**src/design/wlc_pkg.sv**
```systemverilog
// ----------------------------------------------------------------------------
// wlc_pkg
// types, codes and defaults shared by the server picker modules
// ----------------------------------------------------------------------------
package wlc_pkg;

  localparam int unsigned MAX_SERVERS_DEF = 16;
  localparam int unsigned CONN_WIDTH_DEF  = 16;
  localparam int unsigned COST_SCALE      = 1000;
  localparam int unsigned LIFE_W          = 32;
  localparam int unsigned ENT_W           = 25;

  localparam logic [1:0] MODE_WRITE   = 2'd0;
  localparam logic [1:0] MODE_PICK    = 2'd1;
  localparam logic [1:0] MODE_RELEASE = 2'd2;

  localparam logic [1:0] ERR_NONE      = 2'd0;
  localparam logic [1:0] ERR_NO_SERVER = 2'd1;
  localparam logic [1:0] ERR_ZERO_REL  = 2'd2;

  localparam logic CFG_MASK  = 1'b0;
  localparam logic CFG_VALUE = 1'b1;

  localparam int unsigned ST_RUNNING = 0;
  localparam int unsigned ST_MASTER  = 1;
  localparam int unsigned ST_SLAVE   = 2;
  localparam int unsigned ST_MAINT   = 5;

  typedef enum logic [3:0] {
    S_IDLE, S_WRITE, S_REL_RD, S_REL_WR, S_M_RD, S_M_EVAL, S_C_RD, S_C_EVAL,
    S_C_DIV, S_C_CMP, S_FALLBACK, S_UPD_RD, S_UPD_WR, S_RESULT
  } state_e;

  typedef enum logic [1:0] {
    ADDR_IDX, ADDR_PTR, ADDR_CAND
  } addr_sel_e;

  typedef struct packed {
    logic      latch;
    logic      ptr_clr;
    logic      ptr_inc;
    addr_sel_e addr_sel;
    logic      ent_we;
    logic      cnt_wr_rel;
    logic      cnt_wr_pick;
    logic      m_clr;
    logic      m_eval;
    logic      c_clr;
    logic      div_start;
    logic      c_take;
    logic      c_set_master;
    logic      c_set_none;
    logic      c_fallback;
    logic      res_load;
  } cmd_t;

  typedef struct packed {
    logic ptr_last;
    logic elig;
    logic is_master;
    logic m_vld;
    logic fv_slave;
    logic fv_master;
    logic div_busy;
    logic better;
    logic c_vld;
    logic out_busy;
  } sts_t;

endpackage

```
**src/design/wlc_ram.sv**
```systemverilog
// ----------------------------------------------------------------------------
// wlc_ram
// generic single port ram, one write and one registered read per cycle
// ----------------------------------------------------------------------------
module wlc_ram #(
  parameter int unsigned WIDTH = 8,
  parameter int unsigned DEPTH = 16,
  localparam int unsigned AW = (DEPTH > 1) ? $clog2(DEPTH) : 1
) (
  input  logic             clk_i,
  input  logic             we_i,
  input  logic [AW-1:0]    addr_i,
  input  logic [WIDTH-1:0] wdata_i,
  output logic [WIDTH-1:0] rdata_o
);

  logic [WIDTH-1:0] mem_q [DEPTH];
  logic [WIDTH-1:0] rdata_q;

  always_ff @(posedge clk_i) begin
    if (we_i) begin
      mem_q[addr_i] <= wdata_i;
    end
    rdata_q <= mem_q[addr_i];
  end

  assign rdata_o = rdata_q;

endmodule

```
**src/design/wlc_div.sv**
```systemverilog
// ----------------------------------------------------------------------------
// wlc_div
// restoring divider, one quotient bit per cycle
// ----------------------------------------------------------------------------
module wlc_div #(
  parameter int unsigned NUM_W = 27,
  parameter int unsigned DEN_W = 10,
  localparam int unsigned CNT_W = $clog2(NUM_W + 1)
) (
  input  logic             clk_i,
  input  logic             rst_ni,
  input  logic             start_i,
  input  logic [NUM_W-1:0] num_i,
  input  logic [DEN_W-1:0] den_i,
  output logic             busy_o,
  output logic [NUM_W-1:0] quot_o
);

  logic [DEN_W-1:0] rem_q, rem_d, den_q;
  logic [NUM_W-1:0] q_q, q_d;
  logic [CNT_W-1:0] cnt_q, cnt_d;
  logic             busy_q, busy_d;
  logic [DEN_W:0]   trial;

  always_comb begin
    trial  = {rem_q, q_q[NUM_W-1]};
    rem_d  = rem_q;
    q_d    = q_q;
    cnt_d  = cnt_q;
    busy_d = busy_q;
    if (start_i) begin
      rem_d  = '0;
      q_d    = num_i;
      cnt_d  = CNT_W'(NUM_W);
      busy_d = 1'b1;
    end else if (busy_q) begin
      if (trial >= {1'b0, den_q}) begin
        rem_d = DEN_W'(trial - {1'b0, den_q});
        q_d   = {q_q[NUM_W-2:0], 1'b1};
      end else begin
        rem_d = trial[DEN_W-1:0];
        q_d   = {q_q[NUM_W-2:0], 1'b0};
      end
      cnt_d  = cnt_q - CNT_W'(1);
      busy_d = (cnt_q != CNT_W'(1));
    end
  end

  always_ff @(posedge clk_i or negedge rst_ni) begin
    if (!rst_ni) begin
      busy_q <= 1'b0;
      cnt_q  <= '0;
    end else begin
      busy_q <= busy_d;
      cnt_q  <= cnt_d;
    end
  end

  always_ff @(posedge clk_i) begin
    rem_q <= rem_d;
    q_q   <= q_d;
    if (start_i) begin
      den_q <= den_i;
    end
  end

  assign busy_o = busy_q;
  assign quot_o = q_q;

endmodule

```
**src/design/wlc_ctrl.sv**
```systemverilog
// ----------------------------------------------------------------------------
// wlc_ctrl
// sequencer for entry write, release and the two pass pick scan
// ----------------------------------------------------------------------------
module wlc_ctrl
  import wlc_pkg::*;
(
  input  logic       clk_i,
  input  logic       rst_ni,
  input  logic       in_valid_i,
  input  logic [1:0] mode_i,
  output logic       in_ready_o,
  input  sts_t       sts_i,
  output cmd_t       cmd_o
);

  state_e state_q, state_d;

  always_comb begin
    state_d = state_q;
    case (state_q)
      S_IDLE: begin
        if (in_valid_i) begin
          case (mode_i)
            MODE_WRITE:   state_d = S_WRITE;
            MODE_PICK:    state_d = S_M_RD;
            MODE_RELEASE: state_d = S_REL_RD;
            default:      state_d = S_RESULT;
          endcase
        end
      end
      S_WRITE:  state_d = S_RESULT;
      S_REL_RD: state_d = S_REL_WR;
      S_REL_WR: state_d = S_RESULT;
      S_M_RD:   state_d = S_M_EVAL;
      S_M_EVAL: state_d = sts_i.ptr_last ? S_C_RD : S_M_RD;
      S_C_RD:   state_d = S_C_EVAL;
      S_C_EVAL: begin
        if (!sts_i.elig || (sts_i.m_vld && sts_i.is_master && sts_i.fv_slave)) begin
          state_d = sts_i.ptr_last ? S_FALLBACK : S_C_RD;
        end else if ((sts_i.m_vld && sts_i.is_master && sts_i.fv_master) ||
                     (!sts_i.m_vld && sts_i.fv_master)) begin
          state_d = S_FALLBACK;
        end else begin
          state_d = S_C_DIV;
        end
      end
      S_C_DIV:    state_d = sts_i.div_busy ? S_C_DIV : S_C_CMP;
      S_C_CMP:    state_d = sts_i.ptr_last ? S_FALLBACK : S_C_RD;
      S_FALLBACK: state_d = S_UPD_RD;
      S_UPD_RD:   state_d = S_UPD_WR;
      S_UPD_WR:   state_d = S_RESULT;
      S_RESULT:   state_d = sts_i.out_busy ? S_RESULT : S_IDLE;
      default:    state_d = S_IDLE;
    endcase
  end

  always_comb begin
    cmd_o          = '0;
    cmd_o.addr_sel = ADDR_PTR;
    in_ready_o     = 1'b0;
    case (state_q)
      S_IDLE: begin
        in_ready_o    = 1'b1;
        cmd_o.latch   = in_valid_i;
        cmd_o.ptr_clr = 1'b1;
        cmd_o.m_clr   = 1'b1;
        cmd_o.c_clr   = 1'b1;
      end
      S_WRITE: begin
        cmd_o.addr_sel = ADDR_IDX;
        cmd_o.ent_we   = 1'b1;
      end
      S_REL_RD: cmd_o.addr_sel = ADDR_IDX;
      S_REL_WR: begin
        cmd_o.addr_sel   = ADDR_IDX;
        cmd_o.cnt_wr_rel = 1'b1;
      end
      S_M_EVAL: begin
        cmd_o.m_eval  = 1'b1;
        cmd_o.ptr_clr = sts_i.ptr_last;
        cmd_o.ptr_inc = !sts_i.ptr_last;
      end
      S_C_EVAL: begin
        if (!sts_i.elig || (sts_i.m_vld && sts_i.is_master && sts_i.fv_slave)) begin
          cmd_o.ptr_inc = !sts_i.ptr_last;
        end else if (sts_i.m_vld && sts_i.is_master && sts_i.fv_master) begin
          cmd_o.c_set_master = 1'b1;
        end else if (!sts_i.m_vld && sts_i.fv_master) begin
          cmd_o.c_set_none = 1'b1;
        end else begin
          cmd_o.div_start = 1'b1;
        end
      end
      S_C_CMP: begin
        cmd_o.c_take  = !sts_i.c_vld || sts_i.better;
        cmd_o.ptr_inc = !sts_i.ptr_last;
      end
      S_FALLBACK: cmd_o.c_fallback = 1'b1;
      S_UPD_RD:   cmd_o.addr_sel = ADDR_CAND;
      S_UPD_WR: begin
        cmd_o.addr_sel    = ADDR_CAND;
        cmd_o.cnt_wr_pick = sts_i.c_vld;
      end
      S_RESULT: cmd_o.res_load = !sts_i.out_busy;
      default: ;
    endcase
  end

  always_ff @(posedge clk_i or negedge rst_ni) begin
    if (!rst_ni) begin
      state_q <= S_IDLE;
    end else begin
      state_q <= state_d;
    end
  end

endmodule

```
**src/design/wlc_dp.sv**
```systemverilog
// ----------------------------------------------------------------------------
// wlc_dp
// server tables, master and candidate tracking, cost divider, result register
// ----------------------------------------------------------------------------
module wlc_dp
  import wlc_pkg::*;
#(
  parameter int unsigned MAX_SERVERS = MAX_SERVERS_DEF,
  parameter int unsigned CONN_WIDTH  = CONN_WIDTH_DEF
) (
  input  logic       clk_i,
  input  logic       rst_ni,
  input  cmd_t       cmd_i,
  output sts_t       sts_o,
  input  logic [1:0] mode_i,
  input  logic [3:0] server_index_i,
  input  logic [5:0] status_bits_i,
  input  logic [9:0] server_weight_i,
  input  logic [7:0] repl_depth_i,
  input  logic       is_active_i,
  input  logic       cfg_we_i,
  input  logic       cfg_index_i,
  input  logic [4:0] cfg_wdata_i,
  input  logic       out_ready_i,
  output logic       out_valid_o,
  output logic       ok_o,
  output logic [3:0] chosen_index_o,
  output logic [1:0] error_code_o
);

  localparam int unsigned IDX_W = (MAX_SERVERS > 1) ? $clog2(MAX_SERVERS) : 1;
  localparam int unsigned VLD_N = 1 << IDX_W;
  localparam int unsigned CNT_W = CONN_WIDTH + LIFE_W;
  localparam int unsigned NUM_W = CONN_WIDTH + 11;

  // latched transaction
  logic [1:0] mode_q;
  logic [3:0] sidx_q;
  logic [5:0] st_q;
  logic [9:0] wt_q;
  logic [7:0] dp_q;
  logic       act_q;
  logic [4:0] fmask_q, fval_q;

  always_ff @(posedge clk_i) begin
    if (cmd_i.latch) begin
      mode_q <= mode_i;
      sidx_q <= server_index_i;
      st_q   <= status_bits_i;
      wt_q   <= server_weight_i;
      dp_q   <= repl_depth_i;
      act_q  <= is_active_i;
    end
  end

  always_ff @(posedge clk_i or negedge rst_ni) begin
    if (!rst_ni) begin
      fmask_q <= 5'd1;
      fval_q  <= 5'd1;
    end else if (cfg_we_i) begin
      if (cfg_index_i == CFG_MASK) begin
        fmask_q <= cfg_wdata_i;
      end else begin
        fval_q <= cfg_wdata_i;
      end
    end
  end

  logic [IDX_W+3:0] sidx_ext;
  logic [IDX_W-1:0] sidx;
  logic             in_range;

  assign sidx_ext = {{IDX_W{1'b0}}, sidx_q};
  assign sidx     = sidx_ext[IDX_W-1:0];
  assign in_range = sidx_ext < (IDX_W + 4)'(MAX_SERVERS);

  // scan pointer
  logic [IDX_W-1:0] ptr_q;
  always_ff @(posedge clk_i or negedge rst_ni) begin
    if (!rst_ni) begin
      ptr_q <= '0;
    end else if (cmd_i.ptr_clr) begin
      ptr_q <= '0;
    end else if (cmd_i.ptr_inc) begin
      ptr_q <= ptr_q + IDX_W'(1);
    end
  end

  logic             c_vld_q;
  logic [IDX_W-1:0] c_idx_q;
  logic [NUM_W-1:0] c_cost_q;
  logic [31:0]      c_life_q;
  logic             m_vld_q;
  logic [IDX_W-1:0] m_idx_q;
  logic [7:0]       m_dp_q;
  logic [9:0]       m_wt_q;

  logic [IDX_W-1:0] addr;
  always_comb begin
    case (cmd_i.addr_sel)
      ADDR_IDX:  addr = sidx;
      ADDR_CAND: addr = c_idx_q;
      default:   addr = ptr_q;
    endcase
  end

  // tables, unwritten entries read as zero through the valid bits
  logic [VLD_N-1:0] ent_vld_q, cnt_vld_q;
  logic             rd_ent_vld_q, rd_cnt_vld_q;
  logic [ENT_W-1:0] ent_rdata, ent_r;
  logic [CNT_W-1:0] cnt_rdata, cnt_r, cnt_wdata;
  logic             ent_we, cnt_we;

  assign ent_we = cmd_i.ent_we & in_range;

  always_ff @(posedge clk_i or negedge rst_ni) begin
    if (!rst_ni) begin
      ent_vld_q    <= '0;
      cnt_vld_q    <= '0;
      rd_ent_vld_q <= 1'b0;
      rd_cnt_vld_q <= 1'b0;
    end else begin
      if (ent_we) begin
        ent_vld_q[addr] <= 1'b1;
      end
      if (cnt_we) begin
        cnt_vld_q[addr] <= 1'b1;
      end
      rd_ent_vld_q <= ent_vld_q[addr];
      rd_cnt_vld_q <= cnt_vld_q[addr];
    end
  end

  wlc_ram #(.WIDTH(ENT_W), .DEPTH(MAX_SERVERS)) u_ent_ram (
    .clk_i   (clk_i),
    .we_i    (ent_we),
    .addr_i  (addr),
    .wdata_i ({st_q, wt_q, dp_q, act_q}),
    .rdata_o (ent_rdata)
  );

  wlc_ram #(.WIDTH(CNT_W), .DEPTH(MAX_SERVERS)) u_cnt_ram (
    .clk_i   (clk_i),
    .we_i    (cnt_we),
    .addr_i  (addr),
    .wdata_i (cnt_wdata),
    .rdata_o (cnt_rdata)
  );

  assign ent_r = rd_ent_vld_q ? ent_rdata : '0;
  assign cnt_r = rd_cnt_vld_q ? cnt_rdata : '0;

  logic [5:0]            r_st;
  logic [9:0]            r_wt;
  logic [7:0]            r_dp;
  logic                  r_act;
  logic [CONN_WIDTH-1:0] r_cur;
  logic [31:0]           r_life;

  assign r_st   = ent_r[24:19];
  assign r_wt   = ent_r[18:9];
  assign r_dp   = ent_r[8:1];
  assign r_act  = ent_r[0];
  assign r_cur  = cnt_r[CNT_W-1:LIFE_W];
  assign r_life = cnt_r[LIFE_W-1:0];

  // counter updates, saturating
  logic rel_ok_c, rel_ok_q;
  logic [CONN_WIDTH-1:0] cur_inc;
  logic [31:0]           life_inc;

  assign rel_ok_c = in_range & (r_cur != '0);
  assign cur_inc  = (r_cur != '1) ? r_cur + CONN_WIDTH'(1) : r_cur;
  assign life_inc = (r_life != '1) ? r_life + 32'd1 : r_life;
  assign cnt_we   = cmd_i.cnt_wr_pick | (cmd_i.cnt_wr_rel & rel_ok_c);
  assign cnt_wdata = cmd_i.cnt_wr_pick ? {cur_inc, life_inc}
                                       : {r_cur - CONN_WIDTH'(1), r_life};

  always_ff @(posedge clk_i) begin
    if (cmd_i.cnt_wr_rel) begin
      rel_ok_q <= rel_ok_c;
    end
  end

  // root master tracking
  logic m_better;
  assign m_better = r_act & r_st[ST_RUNNING] & r_st[ST_MASTER] &
                    (!m_vld_q || (r_dp < m_dp_q) || ((r_dp == m_dp_q) && (r_wt > m_wt_q)));

  always_ff @(posedge clk_i or negedge rst_ni) begin
    if (!rst_ni) begin
      m_vld_q <= 1'b0;
    end else if (cmd_i.m_clr) begin
      m_vld_q <= 1'b0;
    end else if (cmd_i.m_eval && m_better) begin
      m_vld_q <= 1'b1;
    end
  end

  always_ff @(posedge clk_i) begin
    if (cmd_i.m_eval && m_better) begin
      m_idx_q <= ptr_q;
      m_dp_q  <= r_dp;
      m_wt_q  <= r_wt;
    end
  end

  // cost = (conn + 1) * scale / weight
  logic [CONN_WIDTH:0] cur_p1;
  logic [NUM_W-1:0]    num_c, quot;
  logic                div_busy;

  assign cur_p1 = (CONN_WIDTH + 1)'(r_cur) + (CONN_WIDTH + 1)'(1);
  assign num_c  = NUM_W'(cur_p1) * NUM_W'(COST_SCALE);

  wlc_div #(.NUM_W(NUM_W), .DEN_W(10)) u_div (
    .clk_i   (clk_i),
    .rst_ni  (rst_ni),
    .start_i (cmd_i.div_start),
    .num_i   (num_c),
    .den_i   (r_wt),
    .busy_o  (div_busy),
    .quot_o  (quot)
  );

  // candidate tracking
  always_ff @(posedge clk_i or negedge rst_ni) begin
    if (!rst_ni) begin
      c_vld_q <= 1'b0;
    end else if (cmd_i.c_clr || cmd_i.c_set_none) begin
      c_vld_q <= 1'b0;
    end else if (cmd_i.c_take || cmd_i.c_set_master || (cmd_i.c_fallback && m_vld_q)) begin
      c_vld_q <= 1'b1;
    end
  end

  always_ff @(posedge clk_i) begin
    if (cmd_i.c_take) begin
      c_idx_q  <= ptr_q;
      c_cost_q <= quot;
      c_life_q <= r_life;
    end else if (cmd_i.c_set_master || (cmd_i.c_fallback && !c_vld_q)) begin
      c_idx_q <= m_idx_q;
    end
  end

  // result register
  logic             out_vld_q, ok_q;
  logic [3:0]       ch_q;
  logic [1:0]       err_q;
  logic [IDX_W+3:0] c_ext;

  assign c_ext = {4'b0, c_idx_q};

  always_ff @(posedge clk_i or negedge rst_ni) begin
    if (!rst_ni) begin
      out_vld_q <= 1'b0;
    end else if (cmd_i.res_load) begin
      out_vld_q <= 1'b1;
    end else if (out_ready_i) begin
      out_vld_q <= 1'b0;
    end
  end

  always_ff @(posedge clk_i) begin
    if (cmd_i.res_load) begin
      case (mode_q)
        MODE_WRITE: begin
          ok_q  <= in_range;
          ch_q  <= sidx_q;
          err_q <= ERR_NONE;
        end
        MODE_PICK: begin
          ok_q  <= c_vld_q;
          ch_q  <= c_vld_q ? c_ext[3:0] : 4'd0;
          err_q <= c_vld_q ? ERR_NONE : ERR_NO_SERVER;
        end
        MODE_RELEASE: begin
          ok_q  <= rel_ok_q;
          ch_q  <= sidx_q;
          err_q <= rel_ok_q ? ERR_NONE : ERR_ZERO_REL;
        end
        default: begin
          ok_q  <= 1'b0;
          ch_q  <= sidx_q;
          err_q <= ERR_NONE;
        end
      endcase
    end
  end

  assign out_valid_o    = out_vld_q;
  assign ok_o           = ok_q;
  assign chosen_index_o = ch_q;
  assign error_code_o   = err_q;

  always_comb begin
    sts_o.ptr_last  = (ptr_q == IDX_W'(MAX_SERVERS - 1));
    sts_o.elig      = r_act & !r_st[ST_MAINT] & (r_wt != 10'd0) & r_st[ST_RUNNING] &
                      ((r_st[4:0] & fmask_q & fval_q) != 5'd0);
    sts_o.is_master = m_vld_q & (m_idx_q == ptr_q);
    sts_o.m_vld     = m_vld_q;
    sts_o.fv_slave  = fval_q[ST_SLAVE];
    sts_o.fv_master = fval_q[ST_MASTER];
    sts_o.div_busy  = div_busy;
    sts_o.better    = (quot < c_cost_q) || ((quot == c_cost_q) && (r_life < c_life_q));
    sts_o.c_vld     = c_vld_q;
    sts_o.out_busy  = out_vld_q & !out_ready_i;
  end

endmodule

```
**src/design/weighted_least_conn_picker_unit.sv**
```systemverilog
// ----------------------------------------------------------------------------
// weighted_least_conn_picker_unit
// write and release touch one entry, an unused mode goes straight to the result
// pick: a root master pass over all entries, then a candidate pass that
//   runs the bit serial divider for eligible entries, then the update of
//   the chosen server's counters
// one transaction in flight; the next is taken while a result waits
// async active-low reset: tables read as zero, filters at 1, output empty
// ----------------------------------------------------------------------------
module weighted_least_conn_picker_unit
  import wlc_pkg::*;
#(
  parameter int unsigned MAX_SERVERS = MAX_SERVERS_DEF,
  parameter int unsigned CONN_WIDTH  = CONN_WIDTH_DEF
) (
  input  logic       clk_i,
  input  logic       rst_ni,
  // input transaction
  input  logic       in_valid_i,
  output logic       in_ready_o,
  input  logic [1:0] mode_i,
  input  logic [3:0] server_index_i,
  input  logic [5:0] status_bits_i,
  input  logic [9:0] server_weight_i,
  input  logic [7:0] repl_depth_i,
  input  logic       is_active_i,
  // result transaction
  output logic       out_valid_o,
  input  logic       out_ready_i,
  output logic       ok_o,
  output logic [3:0] chosen_index_o,
  output logic [1:0] error_code_o,
  // filter register writes
  input  logic       cfg_we_i,
  input  logic       cfg_index_i,
  input  logic [4:0] cfg_wdata_i
);

  // command and status between sequencer and datapath
  cmd_t cmd;
  sts_t sts;

  // sequencer: runs writes and releases; a pick walks the master pass, then the candidate pass
  wlc_ctrl u_ctrl (
    .clk_i      (clk_i),
    .rst_ni     (rst_ni),
    .in_valid_i (in_valid_i),
    .mode_i     (mode_i),
    .in_ready_o (in_ready_o),
    .sts_i      (sts),
    .cmd_o      (cmd)
  );

  // datapath: entry and counter memories, trackers, divider, result reg
  wlc_dp #(
    .MAX_SERVERS (MAX_SERVERS),
    .CONN_WIDTH  (CONN_WIDTH)
  ) u_dp (
    .clk_i           (clk_i),
    .rst_ni          (rst_ni),
    .cmd_i           (cmd),
    .sts_o           (sts),
    .mode_i          (mode_i),
    .server_index_i  (server_index_i),
    .status_bits_i   (status_bits_i),
    .server_weight_i (server_weight_i),
    .repl_depth_i    (repl_depth_i),
    .is_active_i     (is_active_i),
    .cfg_we_i        (cfg_we_i),
    .cfg_index_i     (cfg_index_i),
    .cfg_wdata_i     (cfg_wdata_i),
    .out_ready_i     (out_ready_i),
    .out_valid_o     (out_valid_o),
    .ok_o            (ok_o),
    .chosen_index_o  (chosen_index_o),
    .error_code_o    (error_code_o)
  );

endmodule

```
**config.mk**
```make
export PLATFORM = sky130hd
export DESIGN_NAME = weighted_least_conn_picker_unit
export DESIGN_NICKNAME = d
export VERILOG_FILES = /design/src/design/wlc_pkg.sv /design/src/design/wlc_ram.sv /design/src/design/wlc_div.sv /design/src/design/wlc_ctrl.sv /design/src/design/wlc_dp.sv /design/src/design/weighted_least_conn_picker_unit.sv
export SDC_FILE = /design/constraint.sdc
export NUM_CORES = 2
export LEC_CHECK = 0
export ABC_AREA = 1
export ABC_CLOCK_PERIOD_IN_PS = 15500
export BUFFER_PORTS_ARGS = -buffer_cell sky130_fd_sc_hd__buf_2
export CORE_MARGIN = 2
export CORE_UTILIZATION = 65
export CTS_CLUSTER_DIAMETER = 100
export DETAILED_ROUTE_END_ITERATION = 6
export PLACE_DENSITY = 0.82
export SLEW_MARGIN = 20
export SYNTH_ARGS = -nofsm -noshare
export SYNTH_HDL_FRONTEND = slang
export SYNTH_SLANG_ARGS = --single-unit
export TNS_END_PERCENT = 20
```
**constraint.sdc**
```tcl
create_clock -name clk_i -period 15.5 [get_ports clk_i]
set_input_delay 1.55 -clock clk_i [delete_from_list [all_inputs] [get_ports clk_i]]
set_output_delay 1.55 -clock clk_i [all_outputs]
set_load 0.05 [all_outputs]
```
## Word level (Yosys, flattened, before mapping)

Memory sizes are Yosys's and may differ from the RTL's. A register that Yosys moved wholly into a read port is not among the register bits.
Cells that the tools add are included.

- Latch bits: 0
- Word-level logic and storage cells: 212
- Flip-flop bits (word level): 232
- Bits in writable memories: 1,168
- Memories kept: 2
- Input bits: 42
- Memory bits (read-only): 0

- Shifts and indexed selects: 0
- $mul: 1
- Reduce and logical (&&, ||, !) cells: 46
- Bitwise operators: 18
- Equality and inequality tests: 26
- Add/subtract/negate cells: 7
- Muxes and demuxes: 71
- $lt $le $gt $ge: 8
- Div/mod/pow operators: 0

Memories:

| memory | words | width | rd ports | clocked after Yosys merged registers in | wr ports | line | RTL |
|---|---|---|---|---|---|---|---|
| u_dp.u_cnt_ram.mem_q | 16 | 48 | 1 | 1 | 1 | wlc_ram.sv:17 | `logic [WIDTH-1:0] mem_q [DEPTH];` |
| u_dp.u_ent_ram.mem_q | 16 | 25 | 1 | 1 | 1 | wlc_ram.sv:17 |  |

Operators by type and width:

| cell | number |
|---|---|
| 2-to-1 mux 48 bit | 2 |
| 2-to-1 mux 27 bit | 2 |
| one-hot mux 4 bit (12 select lines) | 1 |
| 2-to-1 mux 4 bit | 10 |
| 2-to-1 mux 1 bit | 35 |
| adder 32 x 1 -> 32 bit, second input constant | 1 |
| less-than comparator 32 bit | 1 |
| 2-to-1 mux 32 bit | 1 |
| inequality test 32 bit, second input constant | 1 |
| bitwise OR 16 bit | 2 |
| equality test 4 bit, second input constant | 7 |
| equality test 27 bit | 1 |
| less-than comparator 27 bit | 1 |
| 2-to-1 mux 25 bit | 1 |
| multiplier 17 x 7 -> 24 bit, second input constant | 1 |
| adder 16 x 1 -> 17 bit, second input constant | 1 |
| adder 16 x 1 -> 16 bit, second input constant | 1 |
| equality test 4 x 3 -> 1 bit, second input constant | 4 |
| 2-to-1 mux 16 bit | 1 |
| inequality test 16 bit, second input constant | 1 |
| nonzero test 16 bit | 1 |
| subtractor 16 x 1 -> 16 bit, second input constant | 1 |
| bitwise AND 1 bit | 12 |
| one-hot mux 4 bit (3 select lines) | 1 |
| other kinds (39) | 87 |

## Longest topological paths before layout

- Word-level depth: 14
- Depth in mapped cells: 32
- Gate-level depth less buffers: 31

## Modules after synthesis

Synthesis repeated with hierarchy kept, for this count alone.

- Cell total of the unflattened synthesis: 7,146
- Area total of the unflattened synthesis: 68,564.5 um^2

Modules (own cells, without submodules):

| module | cells an instance | area each (um^2) | instances |
|---|---|---|---|
| wlc_ram (u_dp.u_cnt_ram) | 3,155 | 33,234.4 | 1 |
| wlc_ram (u_dp.u_ent_ram) | 1,656 | 17,337.9 | 1 |
| wlc_dp | 1,878 | 14,564.0 | 1 |
| wlc_div | 343 | 2,803.9 | 1 |
| wlc_ctrl | 114 | 624.3 | 1 |

## Worst setup path after synthesis

OpenSTA, ideal clock, no wires.

- Kind: flip-flop to flip-flop
- From: reg u_dp.rd_cnt_vld_q
- To: reg u_dp.u_div.q_q[25] (netlist: u_dp.u_div.quot_o[25]), data pin
- Arrival time: 4.959 ns
- Setup slack: 10.288 ns
- Period minus slack after synthesis: 5.212 ns
- Path buffers: 3
- Cell stages (with the launch flop): 25
- Path through: dfrtp_1 buf_6 buf_6 buf_6 nand2_4 nor4_4 nand2_2 nor2_4 nand2_2 xor2_1 inv_2 fa_1 inv_1 fa_1 fa_1 fa_1 inv_1 ha_1 nand2_1 o21ai_0 a211oi_1 nand3_1 xor2_1 nand2_1 nand2_1

- Cells in the longest elaborated chain, start to end: 4

RTL lines:

| item | line | RTL |
|---|---|---|
| from (decl) | wlc_dp.sv:109 | `logic rd_ent_vld_q, rd_cnt_vld_q;` |
| from (signal assigned) | wlc_dp.sv:130 | `rd_cnt_vld_q <= cnt_vld_q[addr];` |
| 2-to-1 mux 48 bit | wlc_dp.sv:151 | `assign cnt_r = rd_cnt_vld_q ? cnt_rdata : '0;` |
| adder 16 x 1 -> 17 bit | wlc_dp.sv:213 | `assign cur_p1 = (CONN_WIDTH + 1)'(r_cur) + (CONN_WIDTH + 1)'(1);` |
| multiplier 17 x 7 -> 24 bit | wlc_dp.sv:214 | `assign num_c = NUM_W'(cur_p1) * NUM_W'(COST_SCALE);` |
| 2-to-1 mux 27 bit | wlc_div.sv:31 | `if (start_i) begin` |
| via u_dp.u_div.q_d[25] | wlc_div.sv:20 | `logic [NUM_W-1:0] q_q, q_d;` |
| to (signal assigned) | wlc_div.sv:61 | `q_q <= q_d;` |
| to (decl) | wlc_div.sv:20 |  |

The timed path passes the listed nets, and every way through them passes these cells.
A chain may end at the register's enable or synchronous reset.

## Worst setup path after layout

- From: reg u_dp.rd_cnt_vld_q
- To: reg u_dp.u_div.q_q[26] (netlist: u_dp.u_div.quot_o[26]), data pin

The elaborated chain is that of the path after synthesis.

==> qor.txt <==
Outcome = finished, final reports clean
Layout cells sized above 1 = 0.0851
Post-DR wirelength/cell = 22.6 um
Hold_ws = 0.467 ns
Power per cell area = 192 nW/um2
Crit share post-route = 0.388
Design Area, Final = 68500 um2
Fillers = 5777
Vias in the first global route = 40100
Initial DRC count = 5847
DR vias = 40900
WL final = 152000 um
TritonCTS buffer count = 142
Clock H-tree levels = 4
Slew margin rel. = 0.184
Die Wd = 312 um
Synth Cell Area = 61800 um2
Post-CTS Setup Repair Bufs = 0
Worst path arrival time = 6.52 ns
Critical path class = reg2reg
Slew Viols, Final = 0
Final setup viols = 0
Setup slack, reg-to-reg = 9.48 ns
Synth top area share = 0.644
FF-to-FF path depth = 23
Crit-path max FO = 19
WP data required = 16.01 ns
Final ANT Viol Nets = 0
Tmin final = 6.02 ns
Layout net count = 5555
CTS max path bufs = 3
Synth top area cells = edfxtp_1 (64%), nand2_1 (12%), nand4_1 (4.0%), ha_1 (3.0%), dfxtp_1 (2.8%)
Leak Pwr = 25.7 nW
RSZ-0062 raised after global routing = false
Synthesized flop and latch total = 1473
Met3 GRT Util = 0.0592
Final worst slack = 9.48 ns
CTS tree = built
Die Y = 312 um
Clock Sink Count = 1473
Max_cap viols = 0
Synth Area per Inst = 11.8 um2
Worst Hold Class = reg2reg
Sequential fraction of the synthesis area = 0.697
Initial core utilization = 0.653
Die footprint = 97600 um2
Skew final = 0.0444 ns
Maximum vdd ir drop = 385 uV
Post-CTS sizing = 0
Mapped Cells = 5251
Worst Setup Slack post-DPL = 9.64 ns
Post-DP HPWL = 80200 um
Top Usage Layer GRT = met2
R2R Path End = u_dp.u_div.quot_o[26]
I/O pin cnt = 51
DP Cell Count = 6433
Post-layout util = 0.725
Setup crit end = u_dp.u_div.quot_o[26]
Most frequent cell after synthesis = nand2_1
Clock transition at path regs = 0.07 ns
Root Driver = clkbuf_16
Worst skew pair latency = 0.77 ns
Final Power = 13.2 mW
Critical path endpoint category = register
Area after DPL = 63500 um2
Met2 Use GR = 0.495
Drt drc = 0
FF/Latch Area = 43100 um2
Placer Congestion = 0.905
Worst setup SP type = register
GR Overflow Total = 0
Vias/cell = 6.10
Met1 usage = 0.421
Syn. warnings = 0
Port Buffers = 50
Reg2Reg Launch Point = u_dp.rd_cnt_vld_q
GRT Overall Usage = 0.309
Syn_nets = 5488
Global-route wire length before repair = 229000 um
Post-cts hold buffer count = 0
Area of the multi-input gates = 16700 um2
Number of flops mapped to enable cells by yosys = 1326
Number of detailed-routing iterations run before antenna repair = 7
Area grow syn2layout = 10.9%
Synth area leader = edfxtp_1
Setup_tns = 0 ns
Top cells by count, synth = nand2_1 (1909), edfxtp_1 (1326), nand4_1 (391), inv_1 (374), nor2_1 (171)
Synth unique cells = 60
Row count = 113
Slew @ Worst Pin = 1.22 ns
Pin count of the biggest net entering global routing = 179
Core Region = 94600 um2
Max Freq = 166 MHz
Initial antenna violation count = 2
Predominant post-synthesis flop cell = edfxtp_1
Crit path from = u_dp.rd_cnt_vld_q
Ys async rst share = 0.0414
Hold Vio Cnt, Final = 0
Non-filler cells, final = 6705
layer usage:
| layer | part of all wire | up-vias |
|---|---|---|
| li1 | - | 18200 |
| met1 | 0.37 | 19700 |
| met2 | 0.48 | 2536 |
| met3 | 0.11 | 422 |
| met4 | 0.035 | 4 |
| met5 | 0.00016 | - |
power breakdown:
part	switching (mW)	total, mW	internal (mW)
Combinational	3.27	4.51	1.24
Clock	1.50	3.52	2.01
Sequential	0.185	5.13	4.95
flip-flops by register name, summed over array words and instances (netlist names), 16 cells and up:
| signal | cells |
|---|---|
| u_dp.c_life_q | 32 |
| u_dp.u_cnt_ram.rdata_o | 48 |
| u_dp.u_cnt_ram.mem_q | 768 |
| u_dp.u_div.quot_o | 27 |
| u_dp.u_ent_ram.rdata_o | 25 |
| u_dp.ent_vld_q | 16 |
| u_dp.cnt_vld_q | 16 |
| u_dp.u_ent_ram.mem_q | 400 |
| u_dp.c_cost_q | 27 |
cell families (layout without fill, tap and decap cells):
kind of cell,count (synthesis),after routing,share of synthesized area
other,0,1,0
buffers and inverters,583,771,0.0392
flip-flops,1473,1473,0.697
AND/OR/NAND/NOR,2660,2660,0.184
XOR/XNOR,70,70,0.00992
adder cells (fa/ha/maj),195,195,0.0452
AO/OA/AOI/OAI,270,270,0.0244
how the worst min path moves through the flow:
stage	cells past startpoint	start	slack (ns)	endpoint
finish	2	u_dp.u_div.rem_q[4]	0.47	u_dp.u_div.rem_q[4]
global route	1	u_dp.cnt_vld_q[14]	0.48	u_dp.cnt_vld_q[14]
CTS	1	u_dp.cnt_vld_q[14]	0.47	u_dp.cnt_vld_q[14]
detailed placement	2	u_dp.cnt_vld_q[7]	0.45	u_dp.cnt_vld_q[7]
global placement	2	u_dp.cnt_vld_q[3]	0.44	u_dp.cnt_vld_q[3]
floorplan	0	u_dp.ptr_q[2]	0.42	u_dp.m_idx_q[2]
placed cells by master (no fill, tap or decap), types with 13 or more instances in the layout:
cell,netlist,final
nand2_1,1909,1908
edfxtp_1,1326,1326
nand4_1,391,391
inv_1,374,373
ha_1,148,148
clkbuf_16,0,144
nor2_1,171,138
o21ai_0,109,107
dfxtp_1,86,86
a21oi_1,84,82
nand3_1,70,70
dfrtp_1,59,58
buf_4,8,53
buf_2,129,50
xor2_1,60,49
fa_1,47,47
nor2_4,6,45
clkbuf_1,37,39
nor3_1,32,32
clkinv_2,0,22
nand2_2,17,18
o21ai_1,17,18
inv_2,17,17
or2_2,17,17
clkbuf_8,0,16
o22ai_1,14,14
clkinv_1,1,14
or2_1,13,13
layout make-up:
| cell class | instances | share of cell area |
|---|---|---|
| Sequential cell | 1473 | 0.628 |
| Multi-Input combinational cell | 3195 | 0.244 |
| Clock buffer | 199 | 0.0579 |
| Tap cell | 1265 | 0.0231 |
| Inverter | 392 | 0.0216 |
| Timing Repair Buffer | 114 | 0.0133 |
| Clock inverter | 66 | 0.0119 |
| Antenna cell | 1 | 0.0000365 |
worst max-delay path: stages (launching register included):
cell and delay (ns):
dfrtp_2 0.62, nand2_2 0.18, inv_1 0.17, nand3_1 0.15, nor2_2 0.24, nand2_2 0.15
nor4_1 0.28, nand2_1 0.08, nand2_1 0.25, inv_1 0.22, ha_1 0.33, inv_1 0.05
fa_1 0.57, fa_1 0.44, fa_1 0.52, inv_1 0.04, ha_1 0.38, nand4_1 0.14
nor4_1 0.42, nand4_1 0.16, nand3_1 0.15, xnor2_1 0.07, nand2_1 0.06, nand2_1 0.07
Power figures use the tool's default switching activity.
